<file path="src/design/mcfp_pkg.sv">
`default_nettype none

package mcfp_pkg;

	typedef enum logic [2:0] {
		CmdFullSet    = 3'd0,
		CmdTorqueOnly = 3'd1,
		CmdEnterMode  = 3'd2,
		CmdExitMode   = 3'd3,
		CmdZeroPos    = 3'd4
	} cmd_t;

	typedef enum logic [2:0] {
		RegPositionMin = 3'd0,
		RegPositionMax = 3'd1,
		RegVelocityMin = 3'd2,
		RegVelocityMax = 3'd3,
		RegTorqueMin   = 3'd4,
		RegTorqueMax   = 3'd5,
		RegKpGain      = 3'd6,
		RegKdGain      = 3'd7
	} reg_idx_t;

	localparam int CfgDataW = 17;

	// offsets that move each clamped value to a non-negative span
	localparam logic signed [16:0] PosOffset = 17'sd24448;
	localparam logic signed [16:0] VelOffset = 17'sd11520;
	localparam logic signed [16:0] TorOffset = 17'sd4608;

	// span of each scaled quantity; the code reaches its maximum exactly here
	localparam logic signed [16:0] PosSpan = 17'sd48896;
	localparam logic signed [16:0] VelSpan = 17'sd23040;
	localparam logic signed [16:0] TorSpan = 17'sd9216;
	localparam logic [16:0]        KpSpan  = 17'd128000;
	localparam logic [10:0]        KdSpan  = 11'd1280;

	// reset values of the clamp registers
	localparam logic signed [15:0] PosMinReset = -16'sd24448;
	localparam logic signed [15:0] PosMaxReset = 16'sd24448;
	localparam logic signed [14:0] VelMinReset = -15'sd11520;
	localparam logic signed [14:0] VelMaxReset = 15'sd11520;
	localparam logic signed [13:0] TorMinReset = -14'sd4608;
	localparam logic signed [13:0] TorMaxReset = 14'sd4608;

	// floor(s * Max / Span) == (s * Recip) >> Shift for 0 <= s <= Span,
	// with Recip = ceil(2^Shift * Max / Span) and Span^2 < 2^Shift
	localparam int PosShift = 32;
	localparam int VelShift = 32;
	localparam int TorShift = 32;
	localparam int KpShift  = 36;
	localparam int KdShift  = 32;

	localparam logic [63:0] PosRecip =
		((64'd1 << PosShift) * 64'd65535 + 64'd48895) / 64'd48896;
	localparam logic [63:0] VelRecip =
		((64'd1 << VelShift) * 64'd4095 + 64'd23039) / 64'd23040;
	localparam logic [63:0] TorRecip =
		((64'd1 << TorShift) * 64'd4095 + 64'd9215) / 64'd9216;
	localparam logic [63:0] KpRecip =
		((64'd1 << KpShift) * 64'd4095 + 64'd127999) / 64'd128000;
	localparam logic [63:0] KdRecip =
		((64'd1 << KdShift) * 64'd4095 + 64'd1279) / 64'd1280;

	localparam logic [63:0] FrameEnter = 64'hFFFF_FFFF_FFFF_FFFC;
	localparam logic [63:0] FrameExit  = 64'hFFFF_FFFF_FFFF_FFFD;
	localparam logic [63:0] FrameZero  = 64'hFFFF_FFFF_FFFF_FFFE;

endpackage

`default_nettype wire

</file>
<file path="src/design/motor_command_frame_packer_top.sv">
`default_nettype none

// Motor command frame packer: turns each command into one 8-byte motor control
// frame (byte 0 in frame_data[63:56]). One command is accepted every cycle that
// in_ready is high; its frame is presented from the output register, behind the
// two register stages (clamp and offset, then constant-reciprocal scaling
// and packing). Backpressure on the frame side fills empty stages before in_ready
// drops. Configuration writes are always taken (cfg_ready is high) and apply
// to commands accepted after the write.
module motor_command_frame_packer_top (
	input  wire logic                              clk,
	input  wire logic                              arst_n,
	input  wire logic                              in_valid,
	output logic                                   in_ready,
	input  wire logic [2:0]                        command,
	input  wire logic signed [15:0]                target_position,
	input  wire logic signed [15:0]                target_velocity,
	input  wire logic signed [15:0]                target_torque,
	output logic                                   out_valid,
	input  wire logic                              out_ready,
	output logic [63:0]                            frame_data,
	input  wire logic                              cfg_valid,
	output logic                                   cfg_ready,
	input  wire logic [2:0]                        cfg_index,
	input  wire logic [mcfp_pkg::CfgDataW-1:0]     cfg_data
);

	logic signed [15:0] pos_min_q, pos_max_q;
	logic signed [14:0] vel_min_q, vel_max_q;
	logic signed [13:0] tor_min_q, tor_max_q;
	logic [16:0]        kp_gain_q;
	logic [10:0]        kd_gain_q;

	assign cfg_ready = 1'b1;

	always_ff @(posedge clk or negedge arst_n) begin
		if (!arst_n) begin
			pos_min_q <= mcfp_pkg::PosMinReset;
			pos_max_q <= mcfp_pkg::PosMaxReset;
			vel_min_q <= mcfp_pkg::VelMinReset;
			vel_max_q <= mcfp_pkg::VelMaxReset;
			tor_min_q <= mcfp_pkg::TorMinReset;
			tor_max_q <= mcfp_pkg::TorMaxReset;
			kp_gain_q <= '0;
			kd_gain_q <= '0;
		end else if (cfg_valid && cfg_ready) begin
			case (mcfp_pkg::reg_idx_t'(cfg_index))
				mcfp_pkg::RegPositionMin: pos_min_q <= cfg_data[15:0];
				mcfp_pkg::RegPositionMax: pos_max_q <= cfg_data[15:0];
				mcfp_pkg::RegVelocityMin: vel_min_q <= cfg_data[14:0];
				mcfp_pkg::RegVelocityMax: vel_max_q <= cfg_data[14:0];
				mcfp_pkg::RegTorqueMin:   tor_min_q <= cfg_data[13:0];
				mcfp_pkg::RegTorqueMax:   tor_max_q <= cfg_data[13:0];
				mcfp_pkg::RegKpGain:      kp_gain_q <= cfg_data[16:0];
				mcfp_pkg::RegKdGain:      kd_gain_q <= cfg_data[10:0];
				default: begin
				end
			endcase
		end
	end

	// pipeline control
	logic v_s1, out_valid_q;
	logic s1_en, out_en;

	assign out_en   = !out_valid_q || out_ready;
	assign s1_en    = !v_s1 || out_en;
	assign in_ready = s1_en;
	assign out_valid = out_valid_q;

	always_ff @(posedge clk or negedge arst_n) begin
		if (!arst_n) begin
			v_s1        <= 1'b0;
			out_valid_q <= 1'b0;
		end else begin
			if (s1_en) begin
				v_s1 <= in_valid;
			end
			if (out_en) begin
				out_valid_q <= v_s1;
			end
		end
	end

	// stage 1: clamp (max tested first), offset, limit to the scaling span
	logic signed [15:0] vel_hi, vel_lo, tor_hi, tor_lo;
	logic signed [15:0] pos_clamp, vel_clamp, tor_clamp;
	logic signed [16:0] pos_sum, vel_sum, tor_sum;
	logic [15:0]        pos_s;
	logic [14:0]        vel_s;
	logic [13:0]        tor_s;
	logic [16:0]        kp_s;
	logic [10:0]        kd_s;

	assign vel_hi = {vel_max_q[14], vel_max_q};
	assign vel_lo = {vel_min_q[14], vel_min_q};
	assign tor_hi = {{2{tor_max_q[13]}}, tor_max_q};
	assign tor_lo = {{2{tor_min_q[13]}}, tor_min_q};

	always_comb begin
		if (target_position > pos_max_q) begin
			pos_clamp = pos_max_q;
		end else if (target_position < pos_min_q) begin
			pos_clamp = pos_min_q;
		end else begin
			pos_clamp = target_position;
		end

		if (target_velocity > vel_hi) begin
			vel_clamp = vel_hi;
		end else if (target_velocity < vel_lo) begin
			vel_clamp = vel_lo;
		end else begin
			vel_clamp = target_velocity;
		end

		if (target_torque > tor_hi) begin
			tor_clamp = tor_hi;
		end else if (target_torque < tor_lo) begin
			tor_clamp = tor_lo;
		end else begin
			tor_clamp = target_torque;
		end
	end

	assign pos_sum = {pos_clamp[15], pos_clamp} + mcfp_pkg::PosOffset;
	assign vel_sum = {vel_clamp[15], vel_clamp} + mcfp_pkg::VelOffset;
	assign tor_sum = {tor_clamp[15], tor_clamp} + mcfp_pkg::TorOffset;

	// drop negative sums to zero; anything past the span saturates the code
	always_comb begin
		if (pos_sum[16]) begin
			pos_s = '0;
		end else if (pos_sum > mcfp_pkg::PosSpan) begin
			pos_s = mcfp_pkg::PosSpan[15:0];
		end else begin
			pos_s = pos_sum[15:0];
		end

		if (vel_sum[16]) begin
			vel_s = '0;
		end else if (vel_sum > mcfp_pkg::VelSpan) begin
			vel_s = mcfp_pkg::VelSpan[14:0];
		end else begin
			vel_s = vel_sum[14:0];
		end

		if (tor_sum[16]) begin
			tor_s = '0;
		end else if (tor_sum > mcfp_pkg::TorSpan) begin
			tor_s = mcfp_pkg::TorSpan[13:0];
		end else begin
			tor_s = tor_sum[13:0];
		end

		kp_s = (kp_gain_q > mcfp_pkg::KpSpan) ? mcfp_pkg::KpSpan : kp_gain_q;
		kd_s = (kd_gain_q > mcfp_pkg::KdSpan) ? mcfp_pkg::KdSpan : kd_gain_q;
	end

	mcfp_pkg::cmd_t cmd_s1;
	logic [15:0]    pos_s1;
	logic [14:0]    vel_s1;
	logic [13:0]    tor_s1;
	logic [16:0]    kp_s1;
	logic [10:0]    kd_s1;

	always_ff @(posedge clk) begin
		if (s1_en && in_valid) begin
			cmd_s1 <= mcfp_pkg::cmd_t'(command);
			pos_s1 <= pos_s;
			vel_s1 <= vel_s;
			tor_s1 <= tor_s;
			kp_s1  <= kp_s;
			kd_s1  <= kd_s;
		end
	end

	// stage 2: scale by constant reciprocal, pack
	logic [48:0] pos_prod;
	logic [44:0] vel_prod;
	logic [44:0] tor_prod;
	logic [48:0] kp_prod;
	logic [44:0] kd_prod;
	logic [15:0] pos_code;
	logic [11:0] vel_code, tor_code, kp_code, kd_code;
	logic [63:0] frame_next;
	logic [63:0] frame_q;

	assign pos_prod = 49'(pos_s1) * 49'(mcfp_pkg::PosRecip[32:0]);
	assign vel_prod = 45'(vel_s1) * 45'(mcfp_pkg::VelRecip[29:0]);
	assign tor_prod = 45'(tor_s1) * 45'(mcfp_pkg::TorRecip[30:0]);
	assign kp_prod  = 49'(kp_s1) * 49'(mcfp_pkg::KpRecip[31:0]);
	assign kd_prod  = 45'(kd_s1) * 45'(mcfp_pkg::KdRecip[33:0]);

	assign pos_code = pos_prod[mcfp_pkg::PosShift +: 16];
	assign vel_code = vel_prod[mcfp_pkg::VelShift +: 12];
	assign tor_code = tor_prod[mcfp_pkg::TorShift +: 12];
	assign kp_code  = kp_prod[mcfp_pkg::KpShift +: 12];
	assign kd_code  = kd_prod[mcfp_pkg::KdShift +: 12];

	always_comb begin
		case (cmd_s1)
			mcfp_pkg::CmdFullSet:    frame_next = {pos_code, vel_code, kp_code, kd_code,
				tor_code};
			mcfp_pkg::CmdTorqueOnly: frame_next = {52'd0, tor_code};
			mcfp_pkg::CmdEnterMode:  frame_next = mcfp_pkg::FrameEnter;
			mcfp_pkg::CmdExitMode:   frame_next = mcfp_pkg::FrameExit;
			mcfp_pkg::CmdZeroPos:    frame_next = mcfp_pkg::FrameZero;
			default:                 frame_next = '0;
		endcase
	end

	always_ff @(posedge clk) begin
		if (out_en && v_s1) begin
			frame_q <= frame_next;
		end
	end

	assign frame_data = frame_q;

	// an empty output register never holds off a request
	assert property (@(posedge clk) disable iff (!arst_n)
		!out_valid_q |-> in_ready)
		else $error("in_ready low with output register empty");

	// an accepted request always lands in stage 1
	assert property (@(posedge clk) disable iff (!arst_n)
		in_valid && in_ready |=> v_s1)
		else $error("accepted request lost before stage 1");

	// a held frame with stage 1 full must block new requests
	assert property (@(posedge clk) disable iff (!arst_n)
		v_s1 && out_valid_q && !out_ready |-> !in_ready)
		else $error("request accepted into a full pipeline");

	// stage 1 drains into the output register when it is free
	assert property (@(posedge clk) disable iff (!arst_n)
		v_s1 && out_en |=> out_valid_q)
		else $error("stage 1 frame dropped");

endmodule

`default_nettype wire
</file>
<file path="config.mk">
export PLATFORM = sky130hd
export DESIGN_NAME = motor_command_frame_packer_top
export DESIGN_NICKNAME = d
export VERILOG_FILES = /design/src/design/mcfp_pkg.sv /design/src/design/motor_command_frame_packer_top.sv
export SDC_FILE = /design/constraint.sdc
export NUM_CORES = 2
export LEC_CHECK = 0
export ABC_AREA = 1
export BUFFER_PORTS_ARGS = -buffer_cell sky130_fd_sc_hd__buf_2
export CAP_MARGIN = 20
export CORE_MARGIN = 3
export CORE_UTILIZATION = 65
export DETAILED_ROUTE_END_ITERATION = 6
export PLACE_DENSITY = 0.83
export SLEW_MARGIN = 20
export SYNTH_ARGS = -nofsm -noshare
export SYNTH_HDL_FRONTEND = slang
export SYNTH_SLANG_ARGS = --single-unit
export TNS_END_PERCENT = 30
</file>
<file path="constraint.sdc">
create_clock -name clk -period 7 [get_ports clk]
set_input_delay 0.7 -clock clk [delete_from_list [all_inputs] [get_ports clk]]
set_output_delay 0.7 -clock clk [all_outputs]
set_load 0.03 [all_outputs]
</file>
# Yosys cells after proc, flatten, opt, wreduce, memory -nomap -nowiden
# Cells that the tools add are included.
op_classes:
  n_eq_ne: 11
  magnitude_cmp: 11
  n_reduce_logical: 19
  multipliers: 5
  addsub: 3
  n_mux: 10
ops:
  columns: ["op", "n"]
  rows:
  - ["one-hot mux 64 bit (5 select lines)", 1]
  - ["two-way mux 16 bit", 7]
  - ["multiplier 16 x 33 -> 48 bit, second input constant", 1]
  - ["multiplier 17 x 32 -> 48 bit, second input constant", 1]
  - ["greater-than comparator 17 bit, second input constant", 2]
  - ["multiplier 14 x 9 -> 22 bit, second input constant", 1]
  - ["multiplier 15 x 7 -> 21 bit, second input constant", 1]
  - ["multiplier 11 x 10 -> 20 bit, second input constant", 1]
  - ["adder 16 x 14 -> 17 bit, second input constant", 1]
  - ["adder 16 x 15 -> 17 bit, second input constant", 1]
  - ["adder 16 x 16 -> 17 bit, second input constant", 1]
  - ["greater-than comparator 17 x 15 -> 1 bit, second input constant", 1]
  - ["greater-than comparator 17 x 16 -> 1 bit, second input constant", 1]
  - ["greater-than comparator 16 x 14 -> 1 bit", 1]
  - ["greater-than comparator 16 x 15 -> 1 bit", 1]
  - ["greater-than comparator 16 bit", 1]
  - ["less-than comparator 16 x 14 -> 1 bit", 1]
  - ["less-than comparator 16 x 15 -> 1 bit", 1]
  - ["less-than comparator 16 bit", 1]
  - ["AND reduction 2 bit", 8]
  - ["== test 3 bit, second input constant", 5]
  - ["two-way mux 15 bit", 1]
  - ["two-way mux 14 bit", 1]
  - ["== test 3 x 2 -> 1 bit, second input constant", 4]
  - ["7 further kinds", 14]
totals:
  out_inout_bits: 67
  wordCells: 79
  input_bits: 76
  register_bits: 260

# Logic depth before layout (Yosys ltp)
logic_depth:
  ltp_word: 6
  depth_mapped: 28
  ltp_nobuf: 28

# Worst setup path before layout
# No wires, ideal clock.
synth_path:
  kind: "reg2reg"
  startpoint: "register pos_s1[1]"
  endpoint: "register frame_q[55] (netlist: frame_data[55]) (data pin)"
  t_arrival_ns: 5.415
  setup_time_ns: 0.264
  n_path_buf: 0
  stages_incl_launch_ff: 22
  period_less_slack_ns: 5.679
  required_ns: 6.736
  path_slack_ns: 1.321
  path_cell_list: "edfxtp_1 > ha_1 > inv_1 > fa_1 > inv_1 > fa_1 > inv_1 > fa_1 > fa_1 > fa_1 > inv_1 > ha_1 > nand2_1 > nor4_1 > a21boi_0 > o21ai_0 > a21oi_1 > o31ai_1 > a21oi_1 > or2_2 > nand3_1 > nand2_1"
synth_via:
  elab_chain_len: 2
synth_lines:
  columns: ["item", "line", "source"]
  rows:
  - ["start, declared", "motor_command_frame_packer_top.sv:161", "logic [15:0] pos_s1;"]
  - ["start signal, assigned", "motor_command_frame_packer_top.sv:170", "pos_s1 <= pos_s;"]
  - ["multiplier 16 x 33 -> 48 bit", "motor_command_frame_packer_top.sv:189", "assign pos_prod = 49'(pos_s1) * 49'(mcfp_pkg::PosRecip[32:0]);"]
  - ["one-hot mux 64 bit (5 select lines)", "motor_command_frame_packer_top.sv:202", "case (cmd_s1)"]
  - ["named net frame_next[55]", "motor_command_frame_packer_top.sv:186", "logic [63:0] frame_next;"]
  - ["end signal, assigned", "motor_command_frame_packer_top.sv:215", "frame_q <= frame_next;"]
  - ["end, declared", "motor_command_frame_packer_top.sv:187", "logic [63:0] frame_q;"]
# The timed path passes the listed nets, and every way through them passes these cells.
# A chain may end at the register's enable or synchronous reset.

# Worst setup path after layout
# Same ends and word-level chain as after synthesis.

==> run_results.csv <==
group,metric,value,unit
status,outcome,"complete, no violations",
finish,final_core_util,0.7058,
place,dp_hpwl,75.04,mm
setup_path,r2r_start,"pos_s1[1]",
synthesis,ys.flop_type,"edfxtp_1",
setup_path,worst_r2r_endpoint,"frame_data[55]",
synthesis,syn-num-nets,5235,
synthesis,ys_seq_area_frac,0.2026,
clocking,cts_resized,0,
sta,hold_viol,0,
clocking,path_clk_slew,0.06,ns
setup_path,cp-end-kind,"flop",
finish,syn_to_final_growth,6.934,%
setup_path,rr_worst_depth,21,
clocking,cts_hold_buf,0,
sta,final.setup.tns,0,ns
clocking,ctsLongestPathBuffers,3,
finish,drive_gt1_frac,0.07392,
sta,layout_setup_ws,0.4274,ns
setup_path,crit_fanout,7,
clocking,cts_setup_buffers,0,
drt,dr.first_iter.drc_count,2055,
clocking,cts_sinks,260,
floorplan,rows,85,
synthesis,synth_cell_types,55,
floorplan,core,54130,um2
drt,drc,0,
global_route,grt.total_usage,0.3221,
global_route,grt_max_degree,77,
synthesis,netlist_area,35730,um2
setup_path,rrSetupSlack,0.43,ns
setup_path,worstSetupStartpointType,"flop",
finish,nNetsFinal,5366,
synthesis,async_reset_ff_frac,0.4615,
sta,skew,0.02197,ns
global_route,grt_pass1_wl,145.4,mm
synthesis,ys_seq_elements,260,
global_route,antenna_found_initial,12,
sta,period_minus_slack,6.573,ns
clocking,ctsHtreeMaxLevel,1,
floorplan,ios,143,
synthesis,synth_area_per_cell,8.674,um2
drt,post_drt_via_cell_ratio,5.573,
sta,grt_setup_unrepaired,"no",
finish,mostFrequentLayoutCells,"1,002 x inv_1, 700 x nand2_1, 627 x ha_1, 413 x fa_1, 263 x o21ai_0",
sta,finalSetupViolations,0,
sta,finalCritPeriodShare,0.9389,
finish,fillerInstances,4072,
drt,num_vias,27740,
synthesis,synth_edf_count,140,
setup_path,worst-setup-path-type,"flop to flop",
drt,wirelength,90.63,mm
floorplan,start_util,0.6600,
global_route,grt_pass1_vias,28140,
synthesis,yosys_warnings,0,
sta,fmax,152.1,MHz
setup_path,cp.arrival,6.93,ns
drt,dr.pass1.iters,5,
sta,slew-limit-headroom,0.3056,
drt,ant_nets,0,
place,place_ws,0.4852,ns
clocking,root_buffer,"clkbuf_16",
clocking,cts_buffers,31,
floorplan,dieArea,57820,um2
global_route,grt-ovfl-total,0,
finish,layout_commonest_cell,"inv_1",
setup_path,worst_ep_required_time,7.36,ns
hold_path,hold_class,"primary input to asynchronous set/reset pin",
place,port_buffers,141,
floorplan,die_w,240.5,um
sta,finalMaxSlewViolations,0,
drt,wl_per_cell,18.21,um
synthesis,synth_cells,4119,
place,gp_congestion,1.001,
flow_run,max-cap-violations,0,
floorplan,dieHeight,240.5,um
sta,worst_pin_slew,1.042,ns
clocking,insertion_delay,0.62,ns
clocking,tritoncts,"done",
cell type report:
cell class                      instances  area, um2  area share
Timing Repair Buffer                  152      790.8     0.02070
Sequential cell                       260       7237      0.1894
Antenna cell                            7      17.52   0.0004585
Tap cell                              696      870.8     0.02279
Inverter                             1010       3794     0.09930
Multi-Input combinational cell       2795      24460      0.6403
Clock inverter                          9      65.06    0.001703
Clock buffer                           49      967.2     0.02532
worst max-delay path, cell delays in order (launching register included):
cell and delay, ns:
edfxtp_1 0.55, ha_1 0.47, inv_1 0.09, fa_1 0.51
inv_1 0.05, fa_1 0.49, inv_1 0.06, fa_1 0.55
fa_1 0.43, fa_1 0.49, inv_1 0.04, ha_1 0.33
nand2_1 0.14, nor4_1 0.55, a21boi_0 0.17, o21ai_0 0.41
a21oi_1 0.13, o31ai_1 0.32, a21oi_1 0.13, or2_2 0.29
nand3_1 0.07, nand2_1 0.05
cell families after synthesis:
family / after synthesis / share of synthesized area
buffers and inverters: 1064 / 0.1135
adders and majority gates: 1040 / 0.4510
AOI/OAI and AO/OA: 556 / 0.08405
DFF: 260 / 0.2026
and+or+nand+nor: 1150 / 0.1370
xor gates and xnor gates: 47 / 0.01152
other: 1 / 0.0001050
muxes: 1 / 0.0003152
per-layer routing:
| metal | track usage | vias to the layer above | part of all wire | wire length (um) |
|---|---|---|---|---|
| met5 | 0 | - | 0.00075 | 68 |
| met2 | 0.5206 | 1026 | 0.45 | 41020 |
| met3 | 0.06515 | 246 | 0.081 | 7324 |
| met4 | 0.1204 | 10 | 0.046 | 4194 |
| met1 | 0.4323 | 13190 | 0.42 | 38030 |
| li1 | - | 13270 | - | - |
through the flow:
stage,instance area (um2),hold slack [ns],cells
2_1_floorplan,35730,0.4044,4119
3_3_place_gp,37150,0.4638,4913
3_5_place_dp,37150,0.4729,4913
4_1_cts,38180,0.1245,4971
5_1_grt,38200,0.1666,4976
6_report,38210,0.1265,4978
synthesized netlist by cell type, types with 6 or more instances:
master | number | area share
a21oi_1 | 208 | 0.029
nor2_2 | 15 | 0.0026
nand4_1 | 21 | 0.0037
a21o_1 | 10 | 0.0021
fa_1 | 413 | 0.23
o21ai_1 | 8 | 0.0011
nand2_2 | 20 | 0.0035
o31ai_1 | 6 | 0.0013
a21oi_2 | 9 | 0.0022
edfxtp_1 | 140 | 0.12
dfrtp_1 | 96 | 0.067
or2_2 | 14 | 0.0025
a31oi_1 | 7 | 0.0012
inv_1 | 1003 | 0.11
ha_1 | 627 | 0.22
xor2_1 | 16 | 0.0039
o211ai_1 | 10 | 0.0021
dfstp_2 | 24 | 0.018
o21ai_0 | 263 | 0.037
nor4_1 | 14 | 0.0025
nand3_1 | 140 | 0.020
buf_2 | 8 | 0.0011
nand2_1 | 701 | 0.074
xnor2_1 | 31 | 0.0076
nor2_1 | 186 | 0.020
nor3_1 | 17 | 0.0024
nand3_2 | 9 | 0.0025
clkbuf_1 | 38 | 0.0040
o21a_1 | 10 | 0.0021
registers in the layout (all words and copies together) (netlist names), 14 cells and up:
name,flops
frame_data,64
kp_gain_q,17
kp_s1,17
pos_max_q,16
pos_min_q,16
pos_s1,16
vel_max_q,15
vel_min_q,15
vel_s1,15
tor_max_q,14
tor_min_q,14
tor_s1,14
worst max path at each step:
stage / startpoint / endpoint / slack, ns / cells past startpoint
final: pos_s1[1] / frame_data[55] / 0.43 / 21
after global routing: pos_s1[1] / frame_data[55] / 0.07 / 21
after CTS: pos_s1[1] / frame_data[55] / 0.48 / 21
after detailed placement: pos_s1[1] / frame_data[55] / 0.49 / 21
after global placement: pos_s1[2] / frame_data[55] / 0.50 / 21
after floorplan: pos_s1[1] / frame_data[55] / 1.32 / 21
Power is left out: the tool's default activity adds up to more than one toggle a clock period on the data nets, which glitch-free logic cannot reach.
